**src/hdl/mrp_pkg.sv**
```systemverilog
package mrp_pkg;

  // coordinate width, wide enough for padded splits and their sums
  localparam int CW = 18;

  // item kinds
  localparam logic KIND_RESTART = 1'b0;
  localparam logic KIND_PLACE   = 1'b1;

  // result status codes
  localparam logic [2:0] ST_OK       = 3'd0;
  localparam logic [2:0] ST_NOFIT    = 3'd1;
  localparam logic [2:0] ST_EMPTY    = 3'd2;
  localparam logic [2:0] ST_OVERFLOW = 3'd3;
  localparam logic [2:0] ST_FAILED   = 3'd4;

  typedef struct packed {
    logic        kind;
    logic [12:0] rect_width;
    logic [12:0] rect_height;
  } item_t;

  typedef struct packed {
    logic [11:0] placed_x;
    logic [11:0] placed_y;
    logic [2:0]  status;
  } result_t;

  // one stored free rectangle, with a live flag used while pruning
  typedef struct packed {
    logic                 alive;
    logic signed [CW-1:0] x;
    logic signed [CW-1:0] y;
    logic signed [CW-1:0] w;
    logic signed [CW-1:0] h;
  } frect_t;

  function automatic logic signed [CW-1:0] ext13(input logic [12:0] v);
    return signed'({{(CW-13){1'b0}}, v});
  endfunction

  function automatic logic signed [CW-1:0] ext8(input logic [7:0] v);
    return signed'({{(CW-8){1'b0}}, v});
  endfunction

  // a lies within b
  function automatic logic enclosed(input frect_t a, input frect_t b);
    return (a.y >= b.y) && (a.x >= b.x) &&
           (a.x + a.w <= b.x + b.w) && (a.y + a.h <= b.y + b.h);
  endfunction

endpackage

```
**src/hdl/mrp_engine.sv**
```systemverilog
module mrp_engine #(
  parameter int MAX_FREE = 64,
  parameter int MAX_DIM  = 4096
) (
  input  logic                        clk,
  input  logic                        rst,
  input  logic                        start,
  output logic                        busy,
  input  mrp_pkg::item_t              item,
  output logic                        done,
  output mrp_pkg::result_t            result,
  input  logic [7:0]                  padding,
  output logic                        a_we,
  output logic [$clog2(MAX_FREE)-1:0] a_waddr,
  output mrp_pkg::frect_t             a_wdata,
  output logic [$clog2(MAX_FREE)-1:0] a_raddr,
  input  mrp_pkg::frect_t             a_rdata,
  output logic                        b_we,
  output logic [$clog2(MAX_FREE)-1:0] b_waddr,
  output mrp_pkg::frect_t             b_wdata,
  output logic [$clog2(MAX_FREE)-1:0] b_raddr,
  input  mrp_pkg::frect_t             b_rdata
);
  import mrp_pkg::*;

  localparam int AW   = $clog2(MAX_FREE);
  localparam int CNTW = $clog2(MAX_FREE + 1);

  localparam logic [3:0] S_IDLE    = 4'd0;
  localparam logic [3:0] S_SCAN_RD = 4'd1;
  localparam logic [3:0] S_SCAN_EV = 4'd2;
  localparam logic [3:0] S_SPL_RD  = 4'd3;
  localparam logic [3:0] S_SPL_EV  = 4'd4;
  localparam logic [3:0] S_SPL_GEN = 4'd5;
  localparam logic [3:0] S_CPY_RD  = 4'd6;
  localparam logic [3:0] S_CPY_EV  = 4'd7;
  localparam logic [3:0] S_PII_RD  = 4'd8;
  localparam logic [3:0] S_PII_EV  = 4'd9;
  localparam logic [3:0] S_PJJ_RD  = 4'd10;
  localparam logic [3:0] S_PJJ_EV  = 4'd11;
  localparam logic [3:0] S_CMP_RD  = 4'd12;
  localparam logic [3:0] S_CMP_EV  = 4'd13;
  localparam logic [3:0] S_DONE    = 4'd14;

  logic [3:0]           state;
  logic [CNTW-1:0]      count;
  logic                 failed;
  logic [CNTW-1:0]      i;
  logic [CNTW-1:0]      k;
  logic [CNTW-1:0]      nsplit;
  logic [CNTW-1:0]      orig;
  logic [CNTW-1:0]      ii;
  logic [CNTW-1:0]      jj;
  logic signed [CW-1:0] best;
  logic                 found;
  logic signed [CW-1:0] bx;
  logic signed [CW-1:0] by;
  logic signed [CW-1:0] iw;
  logic signed [CW-1:0] ih;
  logic                 overflowed;
  logic [1:0]           sidx;
  frect_t               fr;
  frect_t               ri;
  logic                 done_next;

  // scan arithmetic
  logic signed [CW-1:0] lw, lh, lmin;
  logic                 better;

  // overlap of the placed item with the entry just read
  logic signed [CW-1:0] it_r, it_b;
  logic                 ovl;

  // split generation
  logic signed [CW-1:0] pad, fr_r, fr_b;
  logic                 split_ok;
  frect_t               split;
  logic [CNTW:0]        cur_count;
  logic                 room;

  logic                 jj_in_ii, ii_in_jj;

  assign busy = (state != S_IDLE);

  always_comb begin
    lw     = a_rdata.w - iw;
    lh     = a_rdata.h - ih;
    lmin   = (lw < lh) ? lw : lh;
    better = (lmin >= 0) && (lmin < best);
  end

  always_comb begin
    it_r = bx + iw;
    it_b = by + ih;
    ovl  = !((bx >= a_rdata.x + a_rdata.w) || (it_r <= a_rdata.x) ||
             (by >= a_rdata.y + a_rdata.h) || (it_b <= a_rdata.y));
  end

  // padded split in the order top, bottom, left, right
  always_comb begin
    pad      = ext8(padding);
    fr_r     = fr.x + fr.w;
    fr_b     = fr.y + fr.h;
    split    = fr;
    split.alive = 1'b1;
    split_ok = 1'b0;
    unique case (sidx)
      2'd0: begin
        split_ok = (by > fr.y);
        split.h  = by - fr.y - pad;
      end
      2'd1: begin
        split_ok = (fr_b > it_b);
        split.y  = it_b + pad;
        split.h  = fr_b - it_b - pad;
      end
      2'd2: begin
        split_ok = (bx > fr.x);
        split.w  = bx - fr.x - pad;
      end
      2'd3: begin
        split_ok = (fr_r > it_r);
        split.x  = it_r + pad;
        split.w  = fr_r - it_r - pad;
      end
      default: split_ok = 1'b0;
    endcase
    cur_count = {1'b0, k} + {1'b0, orig} - {1'b0, i} - (CNTW+1)'(1) + {1'b0, nsplit};
    room      = (cur_count < (CNTW+1)'(MAX_FREE));
  end

  always_comb begin
    ii_in_jj = enclosed(ri, a_rdata);
    jj_in_ii = enclosed(a_rdata, ri);
  end

  // memory access per state
  always_comb begin
    a_we    = 1'b0;
    a_waddr = k[AW-1:0];
    a_wdata = a_rdata;
    a_wdata.alive = 1'b1;
    unique case (state)
      S_PII_RD: a_raddr = ii[AW-1:0];
      S_PJJ_RD: a_raddr = jj[AW-1:0];
      default:  a_raddr = i[AW-1:0];
    endcase
    b_we    = (state == S_SPL_GEN) && split_ok && room;
    b_waddr = nsplit[AW-1:0];
    b_wdata = split;
    b_raddr = i[AW-1:0];
    unique case (state)
      S_IDLE: begin
        if (start && item.kind == KIND_RESTART) begin
          a_we    = 1'b1;
          a_waddr = '0;
          a_wdata = '{alive: 1'b1, x: '0, y: '0,
                      w: ext13(item.rect_width), h: ext13(item.rect_height)};
        end
      end
      S_SPL_EV: a_we = !ovl;
      S_CPY_EV: begin
        a_we    = 1'b1;
        a_wdata = b_rdata;
      end
      S_PJJ_EV: begin
        if (a_rdata.alive) begin
          if (ii_in_jj) begin
            a_we    = 1'b1;
            a_waddr = ii[AW-1:0];
            a_wdata = ri;
            a_wdata.alive = 1'b0;
          end else if (jj_in_ii) begin
            a_we    = 1'b1;
            a_waddr = jj[AW-1:0];
            a_wdata.alive = 1'b0;
          end
        end
      end
      S_CMP_EV: a_we = a_rdata.alive;
      default: a_we = 1'b0;
    endcase
  end

  // result strobe: immediate answers, no fit after the scan, end of a placement
  always_comb begin
    done_next = (state == S_DONE) ||
                ((state == S_SCAN_RD) && (i == count) && !found) ||
                ((state == S_IDLE) && start &&
                 !((item.kind == KIND_PLACE) && !failed && (count != '0)));
  end

  always_ff @(posedge clk) begin
    if (rst) begin
      done <= 1'b0;
    end else begin
      done <= done_next;
    end
  end

  // sequencer
  always_ff @(posedge clk) begin
    if (rst) begin
      state  <= S_IDLE;
      count  <= '0;
      failed <= 1'b1;
    end else begin
      unique case (state)
        S_IDLE: begin
          if (start) begin
            if (item.kind == KIND_RESTART) begin
              result <= '{placed_x: '0, placed_y: '0, status: ST_OK};
              count  <= CNTW'(1);
              failed <= 1'b0;
            end else if (failed) begin
              result <= '{placed_x: '0, placed_y: '0, status: ST_FAILED};
            end else if (count == '0) begin
              result <= '{placed_x: '0, placed_y: '0, status: ST_EMPTY};
              failed <= 1'b1;
            end else begin
              iw    <= ext13(item.rect_width);
              ih    <= ext13(item.rect_height);
              best  <= CW'(MAX_DIM);
              found <= 1'b0;
              i     <= '0;
              state <= S_SCAN_RD;
            end
          end
        end
        S_SCAN_RD: begin
          if (i == count) begin
            if (!found) begin
              result <= '{placed_x: '0, placed_y: '0, status: ST_NOFIT};
              failed <= 1'b1;
              state  <= S_IDLE;
            end else begin
              i          <= '0;
              k          <= '0;
              nsplit     <= '0;
              orig       <= count;
              overflowed <= 1'b0;
              state      <= S_SPL_RD;
            end
          end else begin
            state <= S_SCAN_EV;
          end
        end
        S_SCAN_EV: begin
          if (better) begin
            best  <= lmin;
            found <= 1'b1;
            bx    <= a_rdata.x;
            by    <= a_rdata.y;
          end
          i     <= i + CNTW'(1);
          state <= S_SCAN_RD;
        end
        S_SPL_RD: begin
          if (i == orig) begin
            i     <= '0;
            state <= S_CPY_RD;
          end else begin
            state <= S_SPL_EV;
          end
        end
        S_SPL_EV: begin
          if (ovl) begin
            fr    <= a_rdata;
            sidx  <= '0;
            state <= S_SPL_GEN;
          end else begin
            k     <= k + CNTW'(1);
            i     <= i + CNTW'(1);
            state <= S_SPL_RD;
          end
        end
        S_SPL_GEN: begin
          if (split_ok) begin
            if (room) begin
              nsplit <= nsplit + CNTW'(1);
            end else begin
              overflowed <= 1'b1;
            end
          end
          sidx <= sidx + 2'd1;
          if (sidx == 2'd3) begin
            i     <= i + CNTW'(1);
            state <= S_SPL_RD;
          end
        end
        S_CPY_RD: begin
          if (i == nsplit) begin
            count <= k;
            ii    <= '0;
            state <= S_PII_RD;
          end else begin
            state <= S_CPY_EV;
          end
        end
        S_CPY_EV: begin
          k     <= k + CNTW'(1);
          i     <= i + CNTW'(1);
          state <= S_CPY_RD;
        end
        S_PII_RD: begin
          if (ii == count) begin
            i     <= '0;
            k     <= '0;
            state <= S_CMP_RD;
          end else begin
            state <= S_PII_EV;
          end
        end
        S_PII_EV: begin
          if (a_rdata.alive) begin
            ri    <= a_rdata;
            jj    <= ii + CNTW'(1);
            state <= S_PJJ_RD;
          end else begin
            ii    <= ii + CNTW'(1);
            state <= S_PII_RD;
          end
        end
        S_PJJ_RD: begin
          if (jj == count) begin
            ii    <= ii + CNTW'(1);
            state <= S_PII_RD;
          end else begin
            state <= S_PJJ_EV;
          end
        end
        S_PJJ_EV: begin
          if (a_rdata.alive && ii_in_jj) begin
            ii    <= ii + CNTW'(1);
            state <= S_PII_RD;
          end else begin
            jj    <= jj + CNTW'(1);
            state <= S_PJJ_RD;
          end
        end
        S_CMP_RD: begin
          if (i == count) begin
            count <= k;
            state <= S_DONE;
          end else begin
            state <= S_CMP_EV;
          end
        end
        S_CMP_EV: begin
          if (a_rdata.alive) begin
            k <= k + CNTW'(1);
          end
          i     <= i + CNTW'(1);
          state <= S_CMP_RD;
        end
        S_DONE: begin
          result <= '{placed_x: bx[11:0], placed_y: by[11:0],
                      status: overflowed ? ST_OVERFLOW : ST_OK};
          if (overflowed) begin
            failed <= 1'b1;
          end
          state <= S_IDLE;
        end
        default: state <= S_IDLE;
      endcase
    end
  end

endmodule

```
**config.mk**
```make
export PLATFORM = sky130hd
export DESIGN_NAME = mrp_engine
export DESIGN_NICKNAME = d
export VERILOG_FILES = /design/src/hdl/mrp_pkg.sv /design/src/hdl/mrp_engine.sv
export SDC_FILE = /design/constraint.sdc
export NUM_CORES = 2
export LEC_CHECK = 0
export BUFFER_PORTS_ARGS = -buffer_cell sky130_fd_sc_hd__buf_2
export CAP_MARGIN = 20
export CORE_MARGIN = 2
export CORE_UTILIZATION = 60
export CTS_BUF_LIST = sky130_fd_sc_hd__clkbuf_4
export DETAILED_ROUTE_END_ITERATION = 10
export GPL_TIMING_DRIVEN = 0
export PLACE_DENSITY_LB_ADDON = 0.08
export SLEW_MARGIN = 20
export SYNTH_ARGS = -nofsm -noshare
export SYNTH_HDL_FRONTEND = slang
export SYNTH_SLANG_ARGS = --single-unit
```
**constraint.sdc**
```tcl
create_clock -name clk -period 17.8 [get_ports clk]
set_input_delay 0.89 -clock clk [delete_from_list [all_inputs] [get_ports clk]]
set_output_delay 0.89 -clock clk [all_outputs]
set_load 0.005 [all_outputs]
```
==> run metrics <==
status=finished clean; distinct cell type count after synthesis=89; Pre-antenna DRT Iters=7; clk_lat worst skew=0.90 ns; number of nets still failing antenna checks after routing=0; Post-Syn Area=0.0334 mm²; hpwl dp=95300 µm; Slowest Stage Delay on Critical Path=0.63 ns; Worst VDD drop=0.0511 mV; Initial Utilization=0.607; Primary FF master, synth=edfxtp_1; post-place setup slack=8.22 ns; gr ovfl total=0; layout cells sized above 1=0.141; Layout Cells excl Fill=5032; count of buffer and inverter cells on the critical path=5; Setup TNS=0 ns; synthesized netlist cell count=3729; CP max-delay cell=nor4b_4; initial antenna violation count=7; Hold Buf Count CTS=0; clock root cell=clkbuf_4; RSZ-0062 raised after global routing=false; Yosys reg bits=310; vias in the first global route=28200; Final GP Congestion=1.00; Max Transition Viols Final=0; skew final=0.0863 ns; CTS Buffer Depth=3; TritonCTS buffer count=84; Worst EP arrival=9.74 ns; Worst Hold Path Cells=1; placed cell count=4868; FP Rows=86; Slew @ Worst Pin=1.11 ns; fill count=4681; pwr/cell area=52.7 mW/mm²; Peak Freq=108 MHz; CTS tree=done; maxcap violations=0; CTS clk-pin slew, worst paths=0.06 ns; Post-synth EDFFs=297; Async SR Flop Fraction=0; R2R setup slack=8.58 ns; first-pass GRT wire length=167000 µm; Post-CTS Resized=0; RR Startpoint=ih[2]; crit path time final=9.22 ns; hold_sp=item[0]; Die Y=240 µm; total core area=0.0550 mm²; vias per cell=6.08; register area share after synthesis=0.275; CP top delay family=compound AO/OA/AOI/OAI gates; Tot GR Track Use=0.391; DR WL/cell=22.6 µm; Slew headroom=0.260; Starting DRT DRC Count=3323; Clock Sinks=310; Final setup viols=0; final hold slack=0.201 ns; CTS H-tree depth=3; FF-to-FF path depth=39; Tcrit/Tclk final=0.518; Worst Hold Class=in -> reg; Critical Path RT=18.32 ns; Worst Setup End Kind=flop; CP max FO=13; Startpoint Class=flop; Mapped Nets=4526; drt drc=0; post-CTS setup buffer count=0; power after layout=1.98 mW; Vias=30600; die area=0.0575 mm²; Area Growth Syn to Fin=12.8%; IO Port Bufs=382; number of hold violations in the final report=0; largest net degree at the start of global routing=55; Die Span X=240 µm; crit-path most repeated cell=o21ai_0; R2R Path End=by[10]; Crit Path Category=reg -> reg; P_leak=17.7 nW; Nets=5003; setup ws final=8.58 ns; Worst Hold Path EP=ih[0]; I/O pins=385; WL final=114000 µm; count of yosys warnings during synthesis=0; synthesized area per cell=8.94 µm²
state kept, by name, indices dropped and copies added (netlist names), 13 cells and up:
| register | count |
|---|---|
| best | 18 |
| result | 27 |
| bx | 18 |
| fr | 72 |
| ih | 13 |
| ri | 72 |
| iw | 13 |
| by | 18 |
per-layer routing:
layer	vias up	wire length (µm)	GRT usage
li1	14400	-	-
met1	14400	47800	0.546
met2	1584	49100	0.589
met3	228	12100	0.0780
met4	0	4880	0.169
met5	-	0	0
worst reg2reg max path, delay by kind of cell, from the launching register on:
family | cells | cell delay, ns
AND/OR/NAND/NOR | 10 | 2.06
buffers and inverters | 5 | 0.89
flip-flops | 1 | 0.50
multiplexers | 1 | 0.30
AO/OA/AOI/OAI | 20 | 4.25
adder cells (fa/ha/maj) | 3 | 0.88
cells in the mapped netlist, types with 43 or more instances:
| cell type | instances | share of area |
|---|---|---|
| o21bai_1 | 48 | 0.011 |
| a21oi_1 | 239 | 0.036 |
| a21o_1 | 107 | 0.024 |
| nand2_1 | 217 | 0.024 |
| and2_1 | 43 | 0.0081 |
| xnor2_1 | 194 | 0.051 |
| nand4_1 | 51 | 0.0096 |
| ha_1 | 556 | 0.21 |
| nor3_1 | 59 | 0.0089 |
| xor2_1 | 113 | 0.030 |
| o21a_1 | 59 | 0.013 |
| o21ai_0 | 198 | 0.030 |
| nand3_1 | 81 | 0.012 |
| clkbuf_1 | 68 | 0.0077 |
| fa_1 | 57 | 0.034 |
| nor2_1 | 209 | 0.024 |
| a22oi_1 | 68 | 0.015 |
| inv_1 | 518 | 0.058 |
| edfxtp_1 | 297 | 0.27 |
kinds of logic after synthesis:
group / synth area share
multiplexers: 0.00747
AO/OA/AOI/OAI: 0.191
flip-flops: 0.275
buffers and inverters: 0.0722
other: 0.000112
XOR/XNOR: 0.0806
adder cells (fa/ha/maj): 0.243
AND/OR/NAND/NOR: 0.130
placed cells by master (no fill, tap or decap), types with 33 or more instances in the layout:
cell      synthesis  routed
edfxtp_1        297     297
inv_1           518     518
xor2_1          113     113
nor2_1          209     207
nor3_1           59      59
fa_1             57      57
o21bai_1         48      48
o21a_1           59      59
nand2_1         217     217
nand3_1          81      81
ha_1            556     556
a22oi_1          68      68
xnor2_1         194     194
a21oi_1         239     239
clkbuf_1         68      68
and2_1           43      43
a21o_1          107     107
nor2b_1          38      38
nand4_1          51      51
clkbuf_4          0     122
buf_2             7     389
o21ai_0         198     198
and3_1           34      33
nand2b_1         35      35
stage by stage:
step / utilization / area (µm²)
2_1_floorplan: - / 33400
3_3_place_gp: 0.658 / 36200
3_5_place_dp: 0.662 / 36400
4_1_cts: 0.684 / 37600
5_1_grt: 0.684 / 37600
6_report: 0.684 / 37600
area by class of cell:
type	count	area (µm²)	area share
buffer	103	455	0.0121
tap	748	936	0.0249
antenna	9	22.5	0.000598
timing repair buffer	391	2060	0.0546
inverter	520	1950	0.0519
multi-input combinational	2796	21800	0.580
clock inverter	33	274	0.00728
clock buffer	122	916	0.0243
sequential	310	9180	0.244
power by group:
group          leakage (nW)  internal [mW]  switching, mW  total (mW)
registers              2.84          0.799        0.00225       0.801
logic                  14.1          0.180          0.272       0.452
clock network         0.690          0.390          0.341       0.731
worst max-delay path by stage:
stage               cells past startpoint  slack (ns)        start  endpoint
CTS                                    39        8.71        ih[2]    by[12]
detailed placement                     41        8.22   a_rdata[0]    by[15]
floorplan                              38        8.69  a_rdata[18]     bx[0]
finish                                 39        8.58        ih[2]    by[10]
global placement                       39        5.96   a_rdata[0]    by[16]
global route                           39        8.10        ih[2]    by[10]
No activity file was read; power rests on OpenSTA's default activity.
