## src/hdl/mrp_ram.sv

```systemverilog
module mrp_ram #(
  parameter int WIDTH = 8,
  parameter int DEPTH = 16
) (
  input  logic                     clk,
  input  logic                     we,
  input  logic [$clog2(DEPTH)-1:0] waddr,
  input  logic [WIDTH-1:0]         wdata,
  input  logic [$clog2(DEPTH)-1:0] raddr,
  output logic [WIDTH-1:0]         rdata
);

  logic [WIDTH-1:0] mem [DEPTH];

  // one write port, registered read port
  always_ff @(posedge clk) begin
    if (we) begin
      mem[waddr] <= wdata;
    end
    rdata <= mem[raddr];
  end

endmodule

```

## config.mk

```make
export PLATFORM = sky130hd
export DESIGN_NAME = mrp_ram
export DESIGN_NICKNAME = d
export VERILOG_FILES = /design/src/hdl/mrp_ram.sv
export SDC_FILE = /design/constraint.sdc
export NUM_CORES = 1
export LEC_CHECK = 0
export BUFFER_PORTS_ARGS = -buffer_cell sky130_fd_sc_hd__buf_4
export CORE_MARGIN = 5
export CORE_UTILIZATION = 35
export CTS_BUF_LIST = sky130_fd_sc_hd__clkbuf_8 sky130_fd_sc_hd__clkbuf_16
export CTS_CLUSTER_SIZE = 25
export DETAILED_ROUTE_END_ITERATION = 7
export PLACE_DENSITY_LB_ADDON = 0.05
export SYNTH_ARGS = -nofsm -noshare
export SYNTH_HDL_FRONTEND = slang
export SYNTH_SLANG_ARGS = --single-unit
```

## constraint.sdc

```tcl
create_clock -name clk -period 5.6 [get_ports clk]
set_clock_uncertainty 0.2 [all_clocks]
set_input_delay 0.28 -clock clk [delete_from_list [all_inputs] [get_ports clk]]
set_output_delay 0.28 -clock clk [all_outputs]
set_load 0.1 [all_outputs]
```

==> results of run 1 <==
==> power by group through the flow <==
stage	Combinational [mW]	Clock, mW	Sequential [mW]
floorplan	0.0578	0	1.21
global placement	0.163	0	1.17
detailed placement	0.163	0	1.17
CTS	0.167	1.08	1.15
global route	0.175	1.12	1.15
finish	0.164	1.06	1.15
==> worst max-delay path by stage <==
stage | to | slack, ps | cells past startpoint
finish | mem[1][4] | 3820 | 3
global route | mem[4][5] | 3670 | 3
CTS | mem[4][4] | 3770 | 3
detailed placement | mem[4][4] | 3320 | 3
global placement | mem[4][0] | 3320 | 3
floorplan | mem[0][0] | 3630 | 2
==> per-layer routing <==
metal	track usage, %	up-vias	part of all wire [%]
met4	6.17	0	1.6
met1	19.4	1242	48
met3	4.51	10	5.1
li1	-	1065	-
met5	0	-	0
met2	20.0	62	45
==> repair_timing <==
item	4_1_cts	5_1_grt
setup buffers	0	0
hold buffers	7	0
endpoints found under the hold margin	110	0
setup endpoints to repair	0	0
==> state kept, by name (all words and copies together), names as in the netlist <==
signal and count:
mem 128, rdata 8
==> logic make-up (layout without fill, tap and decap cells) <==
kind of cell / count (synthesis) / in the layout
DFF: 136 / 136
and+or+nand+nor: 35 / 35
muxes: 32 / 32
AOI/OAI and AO/OA: 16 / 16
buffers and inverters: 10 / 69
==> placed cells by master (no fill, tap or decap), types with 2 or more instances in the layout <==
cell type / Yosys / layout
clkinv_2: 0 / 8
edfxtp_1: 128 / 128
nor2_1: 13 / 13
nand3b_1: 2 / 2
nand2b_1: 2 / 2
mux4_1: 14 / 14
bufinv_16: 0 / 2
a22oi_1: 16 / 16
inv_1: 0 / 2
mux4_2: 18 / 18
nand2_1: 9 / 9
clkbuf_16: 0 / 17
buf_4: 1 / 30
dlygate4sd3_1: 0 / 7
clkbuf_8: 0 / 2
dfxtp_1: 8 / 8
nor3_1: 4 / 4
==> metrics by stage <==
stage,instances,util (%)
floorplan,229,-
global placement,433,38.1
detailed placement,433,38.1
CTS,472,42.5
global route,472,42.5
finish,472,42.5
==> cell type report <==
type / instances / area, um^2
multi-input combinational: 83 / 1060
tap: 184 / 230
clock buffer: 19 / 453
timing repair buffer: 37 / 295
sequential: 136 / 4000
clock inverter: 13 / 111
fill: 1268 / 8330
==> worst reg2reg max path: stages, from the launching register on <==
cell      delay [ps]
edfxtp_1         360
mux4_1           500
a22oi_1          320
nand2_1          100
==> impl_metrics.csv, run 1 <==
group,metric,value,unit
outcome,status,"completed",
synthesis,muxShareOfSynthArea,15.0,%
pwr,switching_power,512,uW
worst_setup_path,cp_top_family,"simple AND/OR/NAND/NOR gates",
cells_and_area,antenna-diode-count,0,
pwr,pwr-share-comb,6.9,%
pwr,power.share.switching,21.6,%
worst_setup_path,crit_type,"in2reg",
worst_setup_path,critical_path_buf_inv_count,1,
sta,slew_viol_final,0,
synthesis,synth_top_family_by_area,"multiplexers",
worst_setup_path,crit_start,"waddr[2]",
sta,max_slew_margin,17.5,%
worst_setup_path,reg2reg_to,"rdata[5]",
sta,worst-slew-pin-transition,1230,ps
worst_setup_path,r2r-start,"mem[2][5]",
sta,setup-violations-final,0,
placed_design,gp_congestion,0.705,
cells_and_area,layout-drive-gt1-share,27.1,%
synthesis,yosysMostFrequentCell,"edfxtp_1",
synthesis,synth-compound-area-share,2.33,%
worst_setup_path,arrival,1620,ps
synthesis,synth_edf_count,128,
worst_setup_path,path_cells,"buf_4, or3b_2, nor2_1",
synthesis,yosys_warnings,0,
worst_setup_path,crit_path_max_fanout,8,
worst_setup_path,cp-start-kind,"input port",
synthesis,synth_top_area_share,74.7,%
pwr,power,2.37,mW
floorplan,num_io_pins,26,
placed_design,dpl.hpwl,7.15,mm
detailed_routing,post_drt_via_cell_ratio,5.04,
floorplan,start_util,35.6,%
floorplan,row_count,44,
synthesis,ys_seq_elements,136,
clock_tree,clock-root-buffer,"clkbuf_16",
sta,fin_crit_sh,31.8,%
pwr,ir_drop,0.233,mV
floorplan,core-area,0.0145,mm^2
clock_tree,clk_pin_slew,60,ps
clock_tree,cts_tree,"done",
synthesis,synthTopCellsByCount,"edfxtp_1 (128), mux4_2 (18), a22oi_1 (16), mux4_1 (14), nor2_1 (13)",
detailed_routing,wl,11.4,mm
hold_path,hold_end,"mem[2][6]",
sta,final.min_clock_period,1780,ps
hold_path,hp-class,"in2reg",
pwr,p_leak,2.07,nW
sta,setup_ws,3820,ps
pwr,seq_power_share,48.4,%
sta,tns,0,ps
worst_setup_path,worstRegToRegCells,3,
synthesis,synth-simple-area-share,3.18,%
synthesis,synthAdderAreaFrac,0,%
synthesis,synth_flop_cell,"edfxtp_1",
synthesis,ys_seq_area_share,77.8,%
pwr,cellInternalPower,1.86,mW
detailed_routing,dr_total_vias,2379,
synthesis,yosysUniqueCellTypes,19,
detailed_routing,first_iter_violations,216,
cells_and_area,nets,293,
synthesis,synthesis.nets,247,
clock_tree,cts_buffers,17,
clock_tree,cts_resized,0,
sta,hold_violations,0,
worst_setup_path,timing.reg2reg.setup_slack,4000,ps
synthesis,syn-cell-area,0.00515,mm^2
grt,grt_pass1_wl,17.0,mm
worst_setup_path,critical_path_required,5440,ps
grt,grt_overflow,0,
hold_path,hold_depth,1,
clock_tree,htreeDepth,4,
worst_setup_path,worst_path_max_delay_cell,"nor2_1",
detailed_routing,antenna_left,0,
floorplan,die-area,0.0172,mm^2
synthesis,syn_inst,229,
synthesis,synth.area.top_cells,"edfxtp_1 (75%), mux4_2 (7.9%), mux4_1 (7.1%)",
placed_design,placed_cell_area,0.00552,mm^2
sta,fmax,0.561,GHz
placed_design,portBuffers,25,
pwr,p_per_area,385,mW/mm^2
synthesis,synth_xor_area_share,0,%
floorplan,die-width,131,um
detailed_routing,drc,0,
clock_tree,insertion_delay,420,ps
hold_path,min_from,"wdata[6]",
grt,grtUsageTotal,13.9,%
job,drv_cap,0,
floorplan,die_h,131,um
detailed_routing,routedWlPerCell,24.1,um
sta,rsz0062_at_grt,"no",
clock_tree,cts.sinks,136,
synthesis,syn_avg_cell_area,22.5,um^2
grt,grt_pass1_vias,2488,
placed_design,dp_slack,3320,ps
clock_tree,cts_buffer_depth,2,
detailed_routing,first_pass_iters,4,
synthesis,synth_top_cell_by_area,"edfxtp_1",
cells_and_area,fin_area,0.00615,mm^2
cells_and_area,area.growth.synth_to_final,19.5,%
synthesis,async_flop_share,0,%
grt,grt_max_degree,33,
sta,hold-worst-slack,7.42,ps
pwr,clockPowerShare,44.7,%
worst_setup_path,cpPeakStageDelay,710,ps
worst_setup_path,worst_setup_path_end_kind,"register",
grt,grt_antenna_before_repair,0,
Note: power is estimated with default switching activity, not from simulation.
==> inputs of run 2 (changes only) <==
==> constraint.sdc (replaced) <==
create_clock -name clk -period 1.6 [get_ports clk]
set_clock_uncertainty 0.2 [all_clocks]
set_input_delay 0.08 -clock clk [delete_from_list [all_inputs] [get_ports clk]]
set_output_delay 0.08 -clock clk [all_outputs]
set_load 0.1 [all_outputs]
==> impl_metrics.csv, run 2 (synthesized netlist as in run 1, its figures left out) <==
group,metric,value,unit
outcome,status,"completed",
hold_path,hp-class,"in2reg",
sta,fin_crit_sh,95.7,%
cells_and_area,fin_area,0.00642,mm^2
pwr,power,7.98,mW
floorplan,core-area,0.0145,mm^2
job,drv_cap,0,
cells_and_area,final_cell_mix,"edfxtp_1 (128), buf_4 (53), mux4_2 (18)",
floorplan,die_h,131,um
grt,grt_antenna_before_repair,0,
detailed_routing,wl,11.2,mm
clock_tree,cts_buffer_depth,2,
pwr,ir_drop,0.766,mV
grt,grtUsageTotal,13.7,%
pwr,seq_power_share,50.3,%
pwr,pwr-share-comb,7.9,%
cells_and_area,n_fill_cell,1280,
cells_and_area,reg_top3,"mem x128, rdata x8",
sta,slew_viol_final,0,
pwr,clockPowerShare,41.8,%
grt,grt_overflow,0,
grt,grt_pass1_vias,2612,
worst_setup_path,path_cells,"mux4_1, a22oi_2, nand2_1",
worst_setup_path,crit_type,"reg2reg",
clock_tree,htreeDepth,4,
worst_setup_path,worst_setup_path_end_kind,"register",
clock_tree,cts_buffers,17,
grt,grt_max_degree,17,
cells_and_area,nets,325,
pwr,switching_power,1.72,mW
detailed_routing,drc,0,
sta,max_slew_margin,42.7,%
cells_and_area,regMostFlops,"mem",
detailed_routing,first_iter_violations,104,
cells_and_area,fin_cells,501,
cells_and_area,largest_reg_flops,128,
sta,rsz0062_at_grt,"no",
sta,setup-violations-final,0,
cells_and_area,layout-drive-gt1-share,32.2,%
detailed_routing,post_drt_via_cell_ratio,4.90,
placed_design,placed_cell_area,0.00579,mm^2
floorplan,die-width,131,um
worst_setup_path,crit_start,"mem[0][0]",
cells_and_area,area.growth.synth_to_final,24.8,%
worst_setup_path,critical_path_required,1690,ps
detailed_routing,first_pass_iters,4,
placed_design,gp_congestion,0.701,
placed_design,portBuffers,25,
clock_tree,post_cts_buffers,0,
pwr,power.share.switching,21.5,%
detailed_routing,routedWlPerCell,22.3,um
pwr,p_leak,2.21,nW
pwr,p_per_area,1240,mW/mm^2
placed_design,dp_cells,461,
hold_path,min_from,"raddr[1]",
sta,worst-slew-pin-transition,856,ps
worst_setup_path,r2r-start,"mem[0][0]",
floorplan,row_count,44,
sta,final.min_clock_period,1530,ps
sta,fmax,0.653,GHz
worst_setup_path,crit_path_max_fanout,1,
clock_tree,insertion_delay,410,ps
placed_design,dpl.hpwl,7.41,mm
worst_setup_path,cp-start-kind,"register",
cells_and_area,final_common_cell,"edfxtp_1",
floorplan,start_util,35.6,%
worst_setup_path,cpPeakStageDelay,510,ps
worst_setup_path,worst_path_max_delay_cell,"mux4_1",
worst_setup_path,arrival,1620,ps
sta,hold_violations,0,
floorplan,num_io_pins,26,
clock_tree,cts_tree,"done",
clock_tree,clock-root-buffer,"clkbuf_16",
detailed_routing,dr_total_vias,2457,
cells_and_area,antenna-diode-count,0,
floorplan,die-area,0.0172,mm^2
clock_tree,cts.sinks,136,
clock_tree,clk_pin_slew,50,ps
pwr,cellInternalPower,6.26,mW
detailed_routing,antenna_left,0,
grt,grt_pass1_wl,16.9,mm
==> run 2: repair_timing <==
action | 4_1_cts | 5_1_grt
hold buffers | 11 | 0
endpoints found under the hold margin | 146 | 0
setup endpoints to repair | 0 | 4
resized for setup | 0 | 4
==> run 2: power groups by stage <==
stage               clock, mW  combinational (mW)  sequential (mW)
floorplan                   0               0.202             4.25
global placement            0               0.611             4.08
detailed placement          0               0.613             4.08
CTS                      3.43               0.636             4.01
global route             3.59               0.668             4.02
finish                   3.34               0.630             4.01
==> run 2: metal layers <==
layer  vias to the layer above  GRT usage (%)  part of all wire, %  wire [um]
li1                       1124              -                    -          -
met1                      1255           19.2                   47       5230
met2                        64           20.3                   47       5310
met3                        14           3.59                  4.1        455
met4                         0           5.83                  1.7        195
met5                         -              0                    0          0
==> run 2: metrics by stage <==
step	setup TNS [ps]	hold WS, ps	worst slack [ps]	util, %
finish	0	8.67	69.3	44.4
global route	0	19.4	12.2	44.4
CTS	0	2.68	6.69	44.2
detailed placement	-444	201	-99.4	40.0
global placement	-504	190	-129	40.0
floorplan	0	-21.1	53.9	-
==> run 2: final timing paths <==
kind	to	slack, ps	cells after the start
max	rdata[0]	70	3
min	rdata[0]	9	4
max reg2reg	rdata[0]	70	3
min reg2reg	rdata[0]	480	3
==> run 2: area by class of cell <==
cell class                      count  area [um^2]  area share (%)
Sequential cell                   136         4000            62.3
Multi-Input combinational cell     83         1080            16.8
Clock buffer                       17          425            6.62
Clock inverter                     12         73.8            1.15
Tap cell                          184          230            3.58
Timing Repair Buffer               69          608            9.47
==> run 2: critical path, delay by kind of cell, from the launching register on <==
family             cells  cell delay, ps
AOI/OAI and AO/OA      1             250
DFF                    1             350
muxes                  1             510
and+or+nand+nor        1             100
==> inputs of run 3 (changes only) <==
--- a/config.mk
+++ b/config.mk
@@ -5,6 +5,7 @@
 export SDC_FILE = /design/constraint.sdc
 export NUM_CORES = 1
 export LEC_CHECK = 0
+export ABC_AREA = 1
 export BUFFER_PORTS_ARGS = -buffer_cell sky130_fd_sc_hd__buf_4
 export CORE_MARGIN = 5
 export CORE_UTILIZATION = 35
==> impl_metrics.csv, run 3 <==
group,metric,value,unit
outcome,status,"completed",
synthesis,yosysUniqueCellTypes,12,
sta,hold_violations,0,
synthesis,synth_flop_cell,"edfxtp_1",
synthesis,synth_xor_area_share,0,%
detailed_routing,dr_total_vias,3757,
grt,grt_use_met2,23.1,%
synthesis,syn_inst,551,
synthesis,synthAdderAreaFrac,0,%
hold_path,hp-class,"in2reg",
worst_setup_path,worst_setup_path_end_kind,"register",
clock_tree,clock-root-buffer,"clkbuf_16",
detailed_routing,wl,14.1,mm
worst_setup_path,arrival,1380,ps
sta,slew_viol_final,0,
worst_setup_path,crit_type,"in2reg",
sta,worst-slew-pin-transition,375,ps
detailed_routing,post_drt_via_cell_ratio,4.46,
cells_and_area,layout-drive-gt1-share,13.2,%
clock_tree,post_cts_buffers,0,
grt,grt_max_degree,65,
grt,grt_pass1_wl,22.1,mm
floorplan,num_io_pins,26,
cells_and_area,n_fill_cell,1579,
detailed_routing,antenna_left,0,
clock_tree,cts_tree,"done",
pwr,power.share.switching,21.7,%
synthesis,syn-cell-area,0.00577,mm^2
floorplan,start_util,35.3,%
synthesis,synth-simple-area-share,21.0,%
sta,fmax,0.681,GHz
grt,grt_overflow,0,
worst_setup_path,critical_path_buf_inv_count,3,
placed_design,portBuffers,25,
clock_tree,cts_resized,0,
pwr,ir_drop,0.667,mV
clock_tree,cts_buffer_depth,2,
grt,grtUsageTotal,15.4,%
cells_and_area,largest_reg_flops,128,
placed_design,dpl.hpwl,8.62,mm
sta,final.min_clock_period,1470,ps
detailed_routing,first_pass_iters,4,
grt,use_met1,22.0,%
placed_design,placed_cell_area,0.00629,mm^2
clock_tree,insertion_delay,410,ps
worst_setup_path,path_cells,"dlygate4sd3_1, buf_4, nand3_1, nor2_1, buf_4",
grt,grt_util_met3,3.35,%
synthesis,synth_top_family_by_area,"simple AND/OR/NAND/NOR gates",
grt,top_usage_layer,"met2",
worst_setup_path,worst_path_max_delay_cell,"dlygate4sd3_1",
clock_tree,hold_buffers,15,
synthesis,synth.area.top_cells,"edfxtp_1 (67%), nand2_1 (11%), nand3_1 (8.4%)",
clock_tree,htreeDepth,4,
synthesis,async_flop_share,0,%
synthesis,yosys_warnings,0,
floorplan,die_h,138,um
worst_setup_path,cp_common_cell,"buf_4",
floorplan,die-width,138,um
placed_design,gp_congestion,0.745,
pwr,switching_power,2.00,mW
pwr,pwr-share-comb,7.9,%
floorplan,die-area,0.0191,mm^2
cells_and_area,final_common_cell,"nand2_1",
cells_and_area,nets,627,
grt,grt_pass1_vias,3639,
pwr,cellInternalPower,7.23,mW
cells_and_area,fin_area,0.00712,mm^2
clock_tree,cts.sinks,136,
worst_setup_path,crit_path_max_fanout,8,
cells_and_area,final_cell_mix,"nand2_1 (173), edfxtp_1 (128), inv_1 (100)",
clock_tree,cts_buffers,17,
detailed_routing,drc,0,
grt,grt_antenna_before_repair,0,
worst_setup_path,critical_path_required,1510,ps
synthesis,synth_top_cell_by_area,"edfxtp_1",
synthesis,muxShareOfSynthArea,0,%
worst_setup_path,cpPeakStageDelay,530,ps
synthesis,syn_avg_cell_area,10.5,um^2
cells_and_area,fin_cells,842,
floorplan,core-area,0.0163,mm^2
placed_design,dp_cells,795,
cells_and_area,antenna-diode-count,0,
sta,setup-violations-final,0,
sta,fin_crit_sh,91.7,%
sta,rsz0062_at_grt,"no",
detailed_routing,routedWlPerCell,16.8,um
sta,tns,0,ps
pwr,p_leak,3.07,nW
pwr,p_per_area,1300,mW/mm^2
worst_setup_path,cp-start-kind,"input port",
pwr,clockPowerShare,48.8,%
sta,max_slew_margin,75.0,%
job,drv_cap,0,
synthesis,synthTopCellsByCount,"nand2_1 (173), edfxtp_1 (128), inv_1 (100), nand3_1 (97), nor2_1 (17)",
synthesis,synth_edf_count,128,
synthesis,ys_seq_area_share,69.4,%
clock_tree,clk_pin_slew,60,ps
cells_and_area,area.growth.synth_to_final,23.5,%
detailed_routing,first_iter_violations,272,
synthesis,yosysMostFrequentCell,"nand2_1",
floorplan,row_count,47,
worst_setup_path,cp_top_family,"buffers and inverters",
cells_and_area,regMostFlops,"mem",
synthesis,synthesis.nets,569,
cells_and_area,reg_top3,"mem x128, rdata x8",
synthesis,ys_seq_elements,136,
synthesis,synth-compound-area-share,0,%
synthesis,synth_top_area_share,66.7,%
pwr,seq_power_share,43.4,%
## run 3: final timing paths
check                                start         end  slack [ps]  depth (start not counted)
worst max-delay path                    we  mem[14][2]         130                          5
worst min-delay path              raddr[1]    rdata[1]          60                          6
worst max register to register   mem[3][2]    rdata[2]         330                          6
worst min register to register  mem[15][4]    rdata[4]         480                          6
## run 3: power groups by stage
stage          Sequential [mW]  Clock [mW]  Combinational, mW
2_1_floorplan             4.25           0              0.281
3_3_place_gp              4.08           0              0.709
3_5_place_dp              4.08           0              0.709
4_1_cts                   4.01        4.60              0.739
5_1_grt                   4.01        4.76              0.792
6_report                  4.01        4.50              0.727
## run 3: cell families (layout without fill, tap and decap cells)
family	after synthesis	after routing
DFF	136	136
buffers and inverters	126	197
and+or+nand+nor	289	289
## run 3: cell type report
class / count / area, um^2 / share of cell area [%]
tap: 220 / 275 / 3.87
timing repair buffer: 63 / 561 / 7.87
inverter: 102 / 383 / 5.38
clock buffer: 20 / 467 / 6.55
multi-input combinational: 289 / 1210 / 17.0
clock inverter: 12 / 219 / 3.07
sequential: 136 / 4000 / 56.2
## run 3: layer usage
| metal | wire, um | part of all wire (%) | vias to the layer above |
|---|---|---|---|
| met4 | 231 | 1.6 | 0 |
| met1 | 7040 | 50 | 1790 |
| met2 | 6430 | 45 | 64 |
| met5 | 0 | 0 | - |
| met3 | 444 | 3.1 | 16 |
| li1 | - | - | 1887 |
## run 3: per-stage QoR
stage / hold slack [ps] / setup WS (ps) / utilization (%) / total power [mW]
2_1_floorplan: -21.1 / 369 / - / 4.53
3_3_place_gp: 234 / 231 / 38.5 / 4.79
3_5_place_dp: 236 / 228 / 38.5 / 4.79
4_1_cts: 47.2 / 149 / 43.6 / 9.35
5_1_grt: 66.8 / 70.5 / 43.6 / 9.56
6_report: 61.1 / 132 / 43.6 / 9.24
## run 3: worst register-to-register path, delay by kind of cell (launching register included)
| kind | cells | cell delay [ps] |
|---|---|---|
| and+or+nand+nor | 5 | 510 |
| DFF | 1 | 380 |
| buffers and inverters | 1 | 70 |
